### src/rtl/diff_drive_odometry_core_assert.svh
// Assertion macros shared by the odometry RTL.
// DDOC_ASSERT expects aclk and aresetn in scope and is disabled in reset.
// DDOC_ASSERT_ALWAYS is also checked while reset is applied.
`ifndef DIFF_DRIVE_ODOMETRY_CORE_ASSERT_SVH
`define DIFF_DRIVE_ODOMETRY_CORE_ASSERT_SVH
`ifndef ASSERT_OFF
`define DDOC_ASSERT(lbl, prop) \
    lbl: assert property (@(posedge aclk) disable iff (!aresetn) prop) \
        else $error("odometry assertion failed");
`define DDOC_ASSERT_ALWAYS(lbl, prop) \
    lbl: assert property (@(posedge aclk) prop) \
        else $error("odometry assertion failed");
`else
`define DDOC_ASSERT(lbl, prop)
`define DDOC_ASSERT_ALWAYS(lbl, prop)
`endif
`endif

### src/rtl/odo_pkg.sv
`default_nettype none

package odo_pkg;

    // shared serial arithmetic unit
    localparam logic OP_MUL = 1'b0;
    localparam logic OP_DIV = 1'b1;

    typedef struct packed {
        logic        op;
        logic [63:0] a;
        logic [63:0] b;
        logic [6:0]  cnt;
    } alu_cmd_t;

    // configuration register indexes
    localparam logic [1:0] REG_WHEEL_RADIUS = 2'd0;
    localparam logic [1:0] REG_WHEEL_BASE   = 2'd1;

    localparam logic [19:0] RADIUS_RST = 20'd75000;
    localparam logic [21:0] BASE_RST   = 22'd420000;

    // arithmetic constants
    localparam logic [63:0] PI_Q24     = 64'd52707179;
    localparam logic [63:0] RIM_DEN    = 64'd8053063680;
    localparam logic [63:0] TURN_K_Q32 = 64'd44798134;
    localparam logic [63:0] MRAD_SCALE = 64'd1000;
    localparam logic [63:0] US_PER_S   = 64'd1000000;
    localparam logic [63:0] HALF_2P43  = 64'h0000_0800_0000_0000;
    localparam logic [63:0] HALF_2P24  = 64'd8388608;

    localparam logic signed [33:0] CORDIC_GAIN_Q30 = 34'sd652032874;
    localparam int CORDIC_STEPS_DEF = 16;
    localparam int CORDIC_STEPS_MAX = 32;

    localparam logic signed [41:0] POS_HI = 42'sd549755813887;
    localparam logic signed [41:0] POS_LO = -42'sd549755813888;
    localparam logic signed [39:0] POS_MAX = 40'sh7F_FFFF_FFFF;
    localparam logic signed [39:0] POS_MIN = 40'sh80_0000_0000;
    localparam logic signed [23:0] ANG_MAX = 24'sh7F_FFFF;
    localparam logic signed [23:0] ANG_MIN = 24'sh80_0000;

    // atan(2^-i) in Q30, 2^30 = pi/2
    function automatic logic [31:0] atan_q30(input logic [4:0] idx);
        logic [31:0] v;
        case (idx)
            5'd0:  v = 32'h20000000;
            5'd1:  v = 32'h12E4051E;
            5'd2:  v = 32'h09FB385B;
            5'd3:  v = 32'h051111D4;
            5'd4:  v = 32'h028B0D43;
            5'd5:  v = 32'h0145D7E1;
            5'd6:  v = 32'h00A2F61E;
            5'd7:  v = 32'h00517C55;
            5'd8:  v = 32'h0028BE53;
            5'd9:  v = 32'h00145F2F;
            5'd10: v = 32'h000A2F98;
            5'd11: v = 32'h000517CC;
            5'd12: v = 32'h00028BE6;
            5'd13: v = 32'h000145F3;
            5'd14: v = 32'h0000A2FA;
            5'd15: v = 32'h0000517D;
            5'd16: v = 32'h000028BE;
            5'd17: v = 32'h0000145F;
            5'd18: v = 32'h00000A30;
            5'd19: v = 32'h00000518;
            5'd20: v = 32'h0000028C;
            5'd21: v = 32'h00000146;
            5'd22: v = 32'h000000A3;
            5'd23: v = 32'h00000051;
            5'd24: v = 32'h00000029;
            5'd25: v = 32'h00000014;
            5'd26: v = 32'h0000000A;
            5'd27: v = 32'h00000005;
            5'd28: v = 32'h00000003;
            5'd29: v = 32'h00000001;
            5'd30: v = 32'h00000001;
            default: v = 32'h00000000;
        endcase
        return v;
    endfunction

endpackage

`default_nettype wire

### src/rtl/odo_alu.sv
`default_nettype none

`include "diff_drive_odometry_core_assert.svh"

// Bit-serial unsigned multiply (shift-add) and rounding divide (restoring).
module odo_alu
    import odo_pkg::*;
(
    input  wire logic        aclk,
    input  wire logic        aresetn,
    input  wire logic        start,
    input  wire alu_cmd_t    cmd,
    output logic             busy,
    output logic             done,
    output logic [63:0]      result
);

    logic        busy_reg;
    logic        done_reg;
    logic        op_reg;
    logic [6:0]  cnt_reg;
    logic [64:0] acc_reg;
    logic [63:0] sh_reg;
    logic [63:0] mp_reg;

    logic [64:0] rem_sh;
    logic        rem_ge;
    logic [63:0] acc_sum;

    // one multiplier bit or one quotient bit per cycle
    assign rem_sh  = {acc_reg[63:0], sh_reg[63]};
    assign rem_ge  = rem_sh >= {1'b0, mp_reg};
    assign acc_sum = acc_reg[63:0] + sh_reg;

    // control
    always_ff @(posedge aclk) begin
        if (!aresetn) begin
            busy_reg <= 1'b0;
            done_reg <= 1'b0;
            cnt_reg  <= '0;
        end else begin
            done_reg <= 1'b0;
            if (start) begin
                busy_reg <= 1'b1;
                cnt_reg  <= cmd.cnt;
            end else if (busy_reg) begin
                cnt_reg <= cnt_reg - 7'd1;
                if (cnt_reg == 7'd1) begin
                    busy_reg <= 1'b0;
                    done_reg <= 1'b1;
                end
            end
        end
    end

    // datapath
    always_ff @(posedge aclk) begin
        if (start) begin
            op_reg  <= cmd.op;
            acc_reg <= '0;
            mp_reg  <= cmd.b;
            sh_reg  <= (cmd.op == OP_MUL) ? cmd.a : cmd.a + (cmd.b >> 1);
        end else if (busy_reg) begin
            if (op_reg == OP_MUL) begin
                if (mp_reg[0]) begin
                    acc_reg <= {1'b0, acc_sum};
                end
                sh_reg <= {sh_reg[62:0], 1'b0};
                mp_reg <= {1'b0, mp_reg[63:1]};
            end else begin
                acc_reg <= rem_ge ? rem_sh - {1'b0, mp_reg} : rem_sh;
                sh_reg  <= {sh_reg[62:0], rem_ge};
            end
        end
    end

    assign busy   = busy_reg;
    assign done   = done_reg;
    assign result = (op_reg == OP_MUL) ? acc_reg[63:0] : sh_reg;

    `DDOC_ASSERT_ALWAYS(a_done_not_busy, done_reg |-> !busy_reg)
    `DDOC_ASSERT(a_last_bit_done, busy_reg && cnt_reg == 7'd1 && !start |=> done_reg)
    `DDOC_ASSERT(a_no_restart, start |-> !busy_reg)

endmodule

`default_nettype wire

### src/rtl/odo_cordic.sv
`default_nettype none

// Rotation-mode CORDIC, one micro-rotation per cycle, Q30 angle and vector.
module odo_cordic
    import odo_pkg::*;
#(
    parameter int STEPS = CORDIC_STEPS_DEF
) (
    input  wire logic               aclk,
    input  wire logic               aresetn,
    input  wire logic               start,
    input  wire logic [15:0]        ang,
    output logic                    done,
    output logic signed [17:0]      cos_q16,
    output logic signed [17:0]      sin_q16
);

    localparam int NSTEP = (STEPS > CORDIC_STEPS_MAX) ? CORDIC_STEPS_MAX : STEPS;

    logic                run_reg;
    logic                done_reg;
    logic [5:0]          step_reg;
    logic                flip_reg;
    logic signed [33:0]  x_reg;
    logic signed [33:0]  y_reg;
    logic signed [33:0]  z_reg;

    logic [4:0]          idx;
    logic signed [33:0]  xs;
    logic signed [33:0]  ys;
    logic signed [33:0]  at;
    logic signed [15:0]  ang_s;
    logic                flip_w;
    logic [15:0]         ang_fold;

    assign idx = step_reg[4:0];
    assign xs  = x_reg >>> idx;
    assign ys  = y_reg >>> idx;
    assign at  = $signed({2'b00, atan_q30(idx)});

    // fold the far half-plane by pi, negate at the end
    assign ang_s    = ang;
    assign flip_w   = (ang_s > 16'sd16384) || (ang_s < -16'sd16384);
    assign ang_fold = flip_w ? ang + 16'h8000 : ang;

    always_ff @(posedge aclk) begin
        if (!aresetn) begin
            run_reg  <= 1'b0;
            done_reg <= 1'b0;
            step_reg <= '0;
        end else begin
            done_reg <= 1'b0;
            if (start) begin
                run_reg  <= 1'b1;
                step_reg <= '0;
            end else if (run_reg) begin
                step_reg <= step_reg + 6'd1;
                if (step_reg == 6'(NSTEP - 1)) begin
                    run_reg  <= 1'b0;
                    done_reg <= 1'b1;
                end
            end
        end
    end

    always_ff @(posedge aclk) begin
        if (start) begin
            flip_reg <= flip_w;
            x_reg    <= CORDIC_GAIN_Q30;
            y_reg    <= '0;
            z_reg    <= $signed({{2{ang_fold[15]}}, ang_fold, 16'h0000});
        end else if (run_reg) begin
            if (!z_reg[33]) begin
                x_reg <= x_reg - ys;
                y_reg <= y_reg + xs;
                z_reg <= z_reg - at;
            end else begin
                x_reg <= x_reg + ys;
                y_reg <= y_reg - xs;
                z_reg <= z_reg + at;
            end
        end
    end

    // Q30 to Q16, rounding half away from zero, then undo the fold
    function automatic logic signed [17:0] to_q16(input logic signed [33:0] v,
                                                  input logic flip);
        logic [33:0] mag;
        logic [33:0] r;
        logic [17:0] m18;
        mag = v[33] ? 34'(-v) : 34'(v);
        r   = (mag + 34'd8192) >> 14;
        m18 = r[17:0];
        return (v[33] ^ flip) ? $signed(-m18) : $signed(m18);
    endfunction

    assign done    = done_reg;
    assign cos_q16 = to_q16(x_reg, flip_reg);
    assign sin_q16 = to_q16(y_reg, flip_reg);

endmodule

`default_nettype wire

### src/rtl/diff_drive_odometry_core.sv
`default_nettype none

`include "diff_drive_odometry_core_assert.svh"

// Each transaction runs through the bit-serial multiply/divide unit and the CORDIC in turn;
//   with a zero wheel base the heading and angular speed steps are skipped.
// A new transaction is taken only once the sequencer is back in idle; a finished result
//   waits on m_tready while the output register still holds the previous one.
// Reset (aresetn low, synchronous): pose cleared, registers back to 75000 / 420000 um.
module diff_drive_odometry_core
    import odo_pkg::*;
#(
    parameter int CORDIC_STEPS = CORDIC_STEPS_DEF
) (
    input  wire logic         aclk,
    input  wire logic         aresetn,
    input  wire logic         cfg_we,
    input  wire logic [1:0]   cfg_index,
    input  wire logic [21:0]  cfg_wdata,
    input  wire logic         s_tvalid,
    output logic              s_tready,
    // left_rpm[15:0], right_rpm[31:16], dt_us[51:32], zero pad
    input  wire logic [55:0]  s_tdata,
    output logic              m_tvalid,
    input  wire logic         m_tready,
    // pos_x_um[39:0], pos_y_um[79:40], heading[95:80], lin_speed_um_s[127:96],
    // ang_speed_mrad_s[151:128]
    output logic [151:0]      m_tdata
);

    localparam logic [4:0] ST_IDLE  = 5'd0;
    localparam logic [4:0] ST_LMUL1 = 5'd1;
    localparam logic [4:0] ST_LMUL2 = 5'd2;
    localparam logic [4:0] ST_LDIV  = 5'd3;
    localparam logic [4:0] ST_RMUL1 = 5'd4;
    localparam logic [4:0] ST_RMUL2 = 5'd5;
    localparam logic [4:0] ST_RDIV  = 5'd6;
    localparam logic [4:0] ST_TMUL  = 5'd7;
    localparam logic [4:0] ST_TDIV  = 5'd8;
    localparam logic [4:0] ST_KMUL  = 5'd9;
    localparam logic [4:0] ST_AMUL  = 5'd10;
    localparam logic [4:0] ST_ADIV  = 5'd11;
    localparam logic [4:0] ST_CORD  = 5'd12;
    localparam logic [4:0] ST_DMUL  = 5'd13;
    localparam logic [4:0] ST_DDIV  = 5'd14;
    localparam logic [4:0] ST_XMUL  = 5'd15;
    localparam logic [4:0] ST_YMUL  = 5'd16;
    localparam logic [4:0] ST_OUT   = 5'd17;

    logic [4:0]          state_reg;
    logic                pend_reg;
    logic [19:0]         rad_reg;
    logic [21:0]         base_reg;
    logic signed [39:0]  pose_x_reg;
    logic signed [39:0]  pose_y_reg;
    logic [15:0]         heading_reg;
    logic                m_tvalid_reg;
    logic [151:0]        m_tdata_reg;

    logic signed [15:0]  l_reg;
    logic signed [15:0]  r_reg;
    logic [19:0]         dt_reg;
    logic [63:0]         m_reg;
    logic signed [29:0]  vl_reg;
    logic signed [29:0]  vr_reg;
    logic [63:0]         q_reg;
    logic signed [23:0]  ang_reg;
    logic [39:0]         d_reg;

    alu_cmd_t            alu_cmd;
    logic                alu_start;
    logic                alu_busy;
    logic                alu_done;
    logic [63:0]         alu_res;
    logic                cord_start;
    logic                cord_done;
    logic signed [17:0]  cos_w;
    logic signed [17:0]  sin_w;

    logic [15:0]         l_mag;
    logic [15:0]         r_mag;
    logic signed [30:0]  sum_w;
    logic signed [30:0]  diff_w;
    logic [30:0]         sum_mag;
    logic [30:0]         diff_mag;
    logic [29:0]         lin_mag;
    logic signed [31:0]  lin_w;
    logic [17:0]         cos_mag;
    logic [17:0]         sin_mag;
    logic [63:0]         turn_t;
    logic [63:0]         trav_r;
    logic [39:0]         trav_q;
    logic signed [41:0]  trav_x;
    logic signed [41:0]  trav_y;
    logic signed [29:0]  v_div;

    // magnitudes and signs of the operands
    assign l_mag    = l_reg[15] ? 16'(-l_reg) : 16'(l_reg);
    assign r_mag    = r_reg[15] ? 16'(-r_reg) : 16'(r_reg);
    assign sum_w    = 31'(vl_reg) + 31'(vr_reg);
    assign diff_w   = 31'(vr_reg) - 31'(vl_reg);
    assign sum_mag  = sum_w[30] ? 31'(-sum_w) : 31'(sum_w);
    assign diff_mag = diff_w[30] ? 31'(-diff_w) : 31'(diff_w);
    assign lin_mag  = 30'((sum_mag + 31'd1) >> 1);
    assign lin_w    = sum_w[30] ? -$signed({2'b00, lin_mag}) : $signed({2'b00, lin_mag});
    assign cos_mag  = cos_w[17] ? 18'(-cos_w) : 18'(cos_w);
    assign sin_mag  = sin_w[17] ? 18'(-sin_w) : 18'(sin_w);

    // heading step is bits 59:44 of the rounded Q44 product
    assign turn_t = alu_res + HALF_2P43;

    // travel component, rounded from Q24
    assign trav_r = (alu_res + HALF_2P24) >> 24;
    assign trav_q = trav_r[39:0];
    assign trav_x = (sum_w[30] ^ cos_w[17]) ? -$signed({2'b00, trav_q})
                                            : $signed({2'b00, trav_q});
    assign trav_y = (sum_w[30] ^ sin_w[17]) ? -$signed({2'b00, trav_q})
                                            : $signed({2'b00, trav_q});

    // rim speed from the divider, signed by the wheel direction
    assign v_div = ((state_reg == ST_LDIV) ? l_reg[15] : r_reg[15])
                 ? -$signed(alu_res[29:0]) : $signed(alu_res[29:0]);

    function automatic logic signed [39:0] sat_add(input logic signed [39:0] p,
                                                   input logic signed [41:0] dv);
        logic signed [41:0] s;
        s = 42'(p) + dv;
        if (s > POS_HI) begin
            return POS_MAX;
        end else if (s < POS_LO) begin
            return POS_MIN;
        end
        return s[39:0];
    endfunction

    function automatic logic signed [23:0] ang_sat(input logic [63:0] mag,
                                                   input logic neg);
        if (neg) begin
            if (mag > 64'd8388608) begin
                return ANG_MIN;
            end
            return $signed(-mag[23:0]);
        end
        if (mag > 64'd8388607) begin
            return ANG_MAX;
        end
        return $signed(mag[23:0]);
    endfunction

    // operation issued in each sequencer step
    always_comb begin
        alu_cmd = '0;
        unique case (state_reg)
            ST_LMUL1: alu_cmd = '{OP_MUL, 64'(l_mag), 64'(rad_reg), 7'd20};
            ST_LMUL2: alu_cmd = '{OP_MUL, m_reg, PI_Q24, 7'd26};
            ST_LDIV:  alu_cmd = '{OP_DIV, m_reg, RIM_DEN, 7'd64};
            ST_RMUL1: alu_cmd = '{OP_MUL, 64'(r_mag), 64'(rad_reg), 7'd20};
            ST_RMUL2: alu_cmd = '{OP_MUL, m_reg, PI_Q24, 7'd26};
            ST_RDIV:  alu_cmd = '{OP_DIV, m_reg, RIM_DEN, 7'd64};
            ST_TMUL:  alu_cmd = '{OP_MUL, 64'(diff_mag), 64'(dt_reg), 7'd20};
            ST_TDIV:  alu_cmd = '{OP_DIV, m_reg << 12, 64'(base_reg), 7'd64};
            ST_KMUL:  alu_cmd = '{OP_MUL, q_reg, TURN_K_Q32, 7'd26};
            ST_AMUL:  alu_cmd = '{OP_MUL, 64'(diff_mag), MRAD_SCALE, 7'd10};
            ST_ADIV:  alu_cmd = '{OP_DIV, m_reg, 64'(base_reg), 7'd64};
            ST_DMUL:  alu_cmd = '{OP_MUL, 64'(lin_mag) << 8, 64'(dt_reg), 7'd20};
            ST_DDIV:  alu_cmd = '{OP_DIV, m_reg, US_PER_S, 7'd64};
            ST_XMUL:  alu_cmd = '{OP_MUL, 64'(d_reg), 64'(cos_mag), 7'd18};
            ST_YMUL:  alu_cmd = '{OP_MUL, 64'(d_reg), 64'(sin_mag), 7'd18};
            default:  alu_cmd = '0;
        endcase
    end

    assign alu_start  = !pend_reg && state_reg != ST_IDLE && state_reg != ST_CORD
                        && state_reg != ST_OUT;
    assign cord_start = !pend_reg && state_reg == ST_CORD;

    // sequencer, pose and configuration
    always_ff @(posedge aclk) begin
        if (!aresetn) begin
            state_reg    <= ST_IDLE;
            pend_reg     <= 1'b0;
            rad_reg      <= RADIUS_RST;
            base_reg     <= BASE_RST;
            pose_x_reg   <= '0;
            pose_y_reg   <= '0;
            heading_reg  <= '0;
            m_tvalid_reg <= 1'b0;
        end else begin
            if (cfg_we) begin
                unique case (cfg_index)
                    REG_WHEEL_RADIUS: rad_reg <= cfg_wdata[19:0];
                    REG_WHEEL_BASE:   base_reg <= cfg_wdata;
                    default: ;
                endcase
            end
            if (m_tvalid_reg && m_tready) begin
                m_tvalid_reg <= 1'b0;
            end
            if (alu_start || cord_start) begin
                pend_reg <= 1'b1;
            end
            if (alu_done || cord_done) begin
                pend_reg <= 1'b0;
            end
            unique case (state_reg)
                ST_IDLE:  if (s_tvalid) state_reg <= ST_LMUL1;
                ST_LMUL1: if (alu_done) state_reg <= ST_LMUL2;
                ST_LMUL2: if (alu_done) state_reg <= ST_LDIV;
                ST_LDIV:  if (alu_done) state_reg <= ST_RMUL1;
                ST_RMUL1: if (alu_done) state_reg <= ST_RMUL2;
                ST_RMUL2: if (alu_done) state_reg <= ST_RDIV;
                ST_RDIV: begin
                    if (alu_done) begin
                        state_reg <= (base_reg != '0) ? ST_TMUL : ST_CORD;
                    end
                end
                ST_TMUL:  if (alu_done) state_reg <= ST_TDIV;
                ST_TDIV:  if (alu_done) state_reg <= ST_KMUL;
                ST_KMUL: begin
                    if (alu_done) begin
                        heading_reg <= heading_reg + turn_t[59:44];
                        state_reg   <= ST_AMUL;
                    end
                end
                ST_AMUL:  if (alu_done) state_reg <= ST_ADIV;
                ST_ADIV:  if (alu_done) state_reg <= ST_CORD;
                ST_CORD:  if (cord_done) state_reg <= ST_DMUL;
                ST_DMUL:  if (alu_done) state_reg <= ST_DDIV;
                ST_DDIV:  if (alu_done) state_reg <= ST_XMUL;
                ST_XMUL: begin
                    if (alu_done) begin
                        pose_x_reg <= sat_add(pose_x_reg, trav_x);
                        state_reg  <= ST_YMUL;
                    end
                end
                ST_YMUL: begin
                    if (alu_done) begin
                        pose_y_reg <= sat_add(pose_y_reg, trav_y);
                        state_reg  <= ST_OUT;
                    end
                end
                ST_OUT: begin
                    if (!m_tvalid_reg || m_tready) begin
                        m_tvalid_reg <= 1'b1;
                        state_reg    <= ST_IDLE;
                    end
                end
                default: state_reg <= ST_IDLE;
            endcase
        end
    end

    // operand and intermediate registers
    always_ff @(posedge aclk) begin
        if (state_reg == ST_IDLE && s_tvalid) begin
            l_reg   <= s_tdata[15:0];
            r_reg   <= s_tdata[31:16];
            dt_reg  <= s_tdata[51:32];
            ang_reg <= '0;
        end
        if (alu_done) begin
            m_reg <= alu_res;
        end
        if (alu_done && state_reg == ST_LDIV) begin
            vl_reg <= v_div;
        end
        if (alu_done && state_reg == ST_RDIV) begin
            vr_reg <= v_div;
        end
        if (alu_done && state_reg == ST_TDIV) begin
            q_reg <= diff_w[30] ? -alu_res : alu_res;
        end
        if (alu_done && state_reg == ST_ADIV) begin
            ang_reg <= ang_sat(alu_res, diff_w[30]);
        end
        if (alu_done && state_reg == ST_DDIV) begin
            d_reg <= alu_res[39:0];
        end
        if (state_reg == ST_OUT && (!m_tvalid_reg || m_tready)) begin
            m_tdata_reg <= {ang_reg, lin_w, heading_reg, pose_y_reg, pose_x_reg};
        end
    end

    odo_alu u_alu (
        .aclk    (aclk),
        .aresetn (aresetn),
        .start   (alu_start),
        .cmd     (alu_cmd),
        .busy    (alu_busy),
        .done    (alu_done),
        .result  (alu_res)
    );

    odo_cordic #(
        .STEPS (CORDIC_STEPS)
    ) u_cordic (
        .aclk    (aclk),
        .aresetn (aresetn),
        .start   (cord_start),
        .ang     (heading_reg),
        .done    (cord_done),
        .cos_q16 (cos_w),
        .sin_q16 (sin_w)
    );

    assign s_tready = (state_reg == ST_IDLE);
    assign m_tvalid = m_tvalid_reg;
    assign m_tdata  = m_tdata_reg;

    `DDOC_ASSERT(a_alu_done_pending, alu_done |-> pend_reg)
    `DDOC_ASSERT(a_idle_alu_quiet, state_reg == ST_IDLE |-> !alu_busy)
    `DDOC_ASSERT(a_cordic_in_step, cord_done |-> state_reg == ST_CORD)

endmodule

`default_nettype wire
### config.mk
export PLATFORM = sky130hd
export DESIGN_NAME = diff_drive_odometry_core
export DESIGN_NICKNAME = d
export VERILOG_FILES = /design/src/rtl/odo_pkg.sv /design/src/rtl/odo_alu.sv /design/src/rtl/odo_cordic.sv /design/src/rtl/diff_drive_odometry_core.sv
export VERILOG_INCLUDE_DIRS = /design/src /design/src/rtl
export SDC_FILE = /design/constraint.sdc
export NUM_CORES = 2
export LEC_CHECK = 0
export BUFFER_PORTS_ARGS = -buffer_cell sky130_fd_sc_hd__buf_2
export CAP_MARGIN = 20
export CORE_UTILIZATION = 35
export CTS_CLUSTER_DIAMETER = 30
export DETAILED_ROUTE_END_ITERATION = 10
export SYNTH_ARGS = -nofsm -noshare
export SYNTH_HDL_FRONTEND = slang
export SYNTH_SLANG_ARGS = --single-unit
### constraint.sdc
create_clock -name aclk -period 13 [get_ports aclk]
set_input_delay 0 -clock aclk [delete_from_list [all_inputs] [get_ports aclk]]
set_output_delay 0 -clock aclk [all_outputs]
set_load 0.02 [all_outputs]
==> metrics.cfg <==
[synthesis]
synthSimpleGateAreaFrac_pct = 19.38
synth_compound_gate_area_share_pct = 20.64
synthMuxAreaShare_pct = 5.702
syn-num-nets = 9297
ys.flop_type = edfxtp_1
seq_area_frac_synth_pct = 32.16
synth_fa_ha_area_share_pct = 7.269
synth_edf_count = 573
syn_inst = 8788
synth_area_um2 = 74670
yosys_warnings = 0
avgSynthCellArea_um2 = 8.497
ys_seq_elements = 913
yosysUniqueCellTypes = 116
synthArstFlopShare_pct = 0
synth_top_family_by_area = compound AO/OA/AOI/OAI gates
synth_xor_area_share_pct = 10.92

[setup_path]
cp-end-kind = flip-flop
cp_max_fo = 14
cp_top_family = compound AO/OA/AOI/OAI gates
crit_buf_inv = 2
cpMaxStageDelayCell = nor4_1
crit_required_ns = 13.63
critPathLaunch = u_cordic.y_reg[1]
crit_top_cell = o21ai_0
reg2reg_setup_slack_ns = 1.35
crit_arrival_ns = 12.28
path_depth = 38
r2r_start = u_cordic.y_reg[1]
r2r_end = u_alu.sh_reg[59]
startpoint_type = flip-flop
worstSetupEndpoint = u_alu.sh_reg[59]
slowest_delay_ns = 0.91
timing_worst_setup_path_type = flip-flop to flip-flop
reg2reg_depth = 38

[timing]
period_share_pct = 89.64
fmax_mhz = 85.82
finalSetupViolCount = 0
maxSlewHeadroom_pct = 25.22
finalMaxSlewViolations = 0
layout_setup_ws_ns = 1.347
worst_slew_pin_slew_ns = 1.118
whs_ns = 0.06171
rsz0062_at_grt = false
post-route-min-period_ns = 11.65
finClkSkew_ns = 0.07825
report.final.hold_viol_count = 0
finalSetupTns_ns = 0

[detailed_routing]
drcViolationCount = 70
drt-wirelength-per-cell_um = 21.47
drtAntennaViolNets = 0
vias_per_cell = 5.758
drtIter0Drc = 7176
firstDrtPassIters = 11
finalWirelength_um = 260600
vias = 69920

[clock_network]
cts-root-buf = clkbuf_16
clkTransAtPathRegs_ns = 0.05
max-clock-path-buffers = 3
cts_tree = done
cts_buffers = 236
clk_latency_ns = 0.89
cts_sinks = 913
ctsResizeCount = 0
htree_levels = 4

[status]
outcome = complete, but fails checks
violations = design-rule violations

[min_path]
worst_hold_path_type = primary input to flip-flop

[die]
die_height_um = 463.9
io_pins = 239
dieArea_um2 = 215200
die_width_um = 463.9
coreArea_um2 = 212100
start_util_pct = 35.21
rows = 169

[layout]
drive_above_1_share_pct = 11.32
area_growth_pct = 19.03
finalInstanceArea_um2 = 88890
largest_reg_flops = 152
layout.nets = 9612

[place]
dp_hpwl_um = 195900
dp_slack_ns = 1.384
placed_cell_area_um2 = 78790
gp_congestion = 0.9657
io_buffers = 234

[global_routing]
grt_pass1_wl_um = 394400
grt_pass1_vias = 66350
overflow = 0
grt_start_max_net_pins = 95
antenna_found_initial = 5
globalRouteTotalUtil_pct = 23.27

[power]
vdd_drop_max_mv = 0.1824
p_leak_uw = 0.03503
power_density_nw_per_um2 = 228.8

[job]
drv_cap = 0

cell type report:
cell class	instances	area, um2
antenna	4	10.01
multi-input combinational	7107	47930
fill	20610	123200
sequential	913	24030
timing repair buffer	518	3739
inverter	327	1230
clock inverter	187	2341
tap	2821	3530
clock buffer	265	6076
cell usage in the layout (no fill, tap or decap), types with 62 or more instances in the layout:
| cell | netlist | layout |
|---|---|---|
| nor2_1 | 883 | 879 |
| nand2_1 | 873 | 872 |
| a21oi_1 | 751 | 748 |
| xnor2_1 | 653 | 647 |
| edfxtp_1 | 573 | 573 |
| o21ai_0 | 553 | 552 |
| ha_1 | 413 | 413 |
| dfxtp_1 | 340 | 335 |
| inv_1 | 314 | 311 |
| xor2_1 | 272 | 272 |
| clkbuf_16 | 0 | 237 |
| buf_2 | 19 | 233 |
| nand3_1 | 225 | 225 |
| nor3_1 | 210 | 208 |
| dlygate4sd3_1 | 0 | 164 |
| mux2i_1 | 161 | 160 |
| a21o_1 | 147 | 147 |
| buf_4 | 3 | 118 |
| nand2b_1 | 106 | 106 |
| a31oi_1 | 105 | 105 |
| or3_1 | 105 | 105 |
| nor2b_1 | 97 | 96 |
| and3_1 | 95 | 93 |
| nor4_1 | 97 | 93 |
| mux4_2 | 88 | 88 |
| nand4_1 | 82 | 82 |
| a211oi_1 | 79 | 79 |
| o211ai_1 | 72 | 72 |
| o21bai_1 | 71 | 71 |
| o21a_1 | 68 | 68 |
| o31ai_1 | 64 | 63 |
| and2_1 | 63 | 62 |
layer usage:
metal,GRT usage [%],wire [um],vias up
met2,36.82,117100,2859
met4,7.475,7597,0
li1,-,-,32990
met5,0,0,-
met1,31.93,114800,33640
met3,4.142,21110,432
logic make-up after synthesis:
logic type	after synthesis
simple gates	3040
xor+xnor	928
mux	308
flops	913
compound gates	2403
fa+ha+maj	428
buf+inv	768
stage by stage:
stage / power [uW] / instances / util (%)
2_1_floorplan: 11390 / 8788 / -
3_3_place_gp: 13860 / 11520 / 37.14
3_5_place_dp: 14040 / 11520 / 37.15
4_1_cts: 20220 / 12140 / 41.89
5_1_grt: 21520 / 12140 / 41.91
6_report: 20330 / 12140 / 41.91
worst reg2reg max path, delay by kind of cell, from the launching register on:
family,cells,cell delay [ns]
compound gates,20,6.18
simple gates,10,3.36
xor+xnor,3,0.54
fa+ha+maj,2,0.53
flops,1,0.36
buf+inv,2,0.31
mux,1,0.14
synthesized netlist by cell type, types with 25 or more instances:
cell type | instances | area [um2]
a21oi_1 | 751 | 3759
o31a_1 | 30 | 262.8
nand4_1 | 82 | 513.0
nand2b_1 | 106 | 663.1
dfxtp_1 | 340 | 6807
nand2_1 | 873 | 3277
nor2_1 | 883 | 3314
nor4_1 | 97 | 606.8
o221ai_1 | 25 | 219.0
a211oi_1 | 79 | 593.1
o21a_1 | 68 | 510.5
xor2_1 | 272 | 2382
mux2i_1 | 161 | 1612
o21ai_0 | 553 | 2768
a21o_1 | 147 | 1104
xnor2_1 | 653 | 5719
and2_1 | 63 | 394.1
mux2_2 | 58 | 653.1
clkbuf_1 | 349 | 1310
nor2b_1 | 97 | 606.8
nor3b_1 | 29 | 217.7
edfxtp_1 | 573 | 17210
inv_1 | 314 | 1179
or3_1 | 105 | 656.9
and3_1 | 95 | 594.3
a222oi_1 | 55 | 550.5
nand3_1 | 225 | 1126
or2_2 | 45 | 281.5
ha_1 | 413 | 5167
o21bai_1 | 71 | 533.0
nor3_1 | 210 | 1051
a221oi_1 | 30 | 262.8
mux4_2 | 88 | 1982
buf_1 | 68 | 255.2
o22ai_1 | 26 | 162.7
a31oi_1 | 105 | 656.9
o211ai_1 | 72 | 540.5
o31ai_1 | 64 | 480.5
worst min-delay path by stage:
stage | start | end | slack (ns) | cells past startpoint
CTS | cfg_wdata[1] | rad_reg[1] | 0.02 | 4
detailed placement | s_tdata[1] | l_reg[1] | 0.18 | 1
floorplan | s_tdata[32] | dt_reg[0] | 0.1 | 0
finish | cfg_wdata[1] | rad_reg[1] | 0.06 | 4
global placement | s_tdata[1] | l_reg[1] | 0.18 | 1
global route | cfg_wdata[1] | base_reg[1] | 0.04 | 4
report_power, final:
part	switching (uW)	leakage (uW)	total [uW]	internal (uW)
sequential	585	0.00808	4450	3870
clock	1980	0.00398	6060	4080
combinational	6160	0.0230	9820	3660
timing repair:
action | 4_1_cts | 5_1_grt
hold buffers | 164 | 0
buffers inserted | 0 | 0
hold endpoints to repair | 168 | 0
No activity file was read; power rests on OpenSTA's default activity.
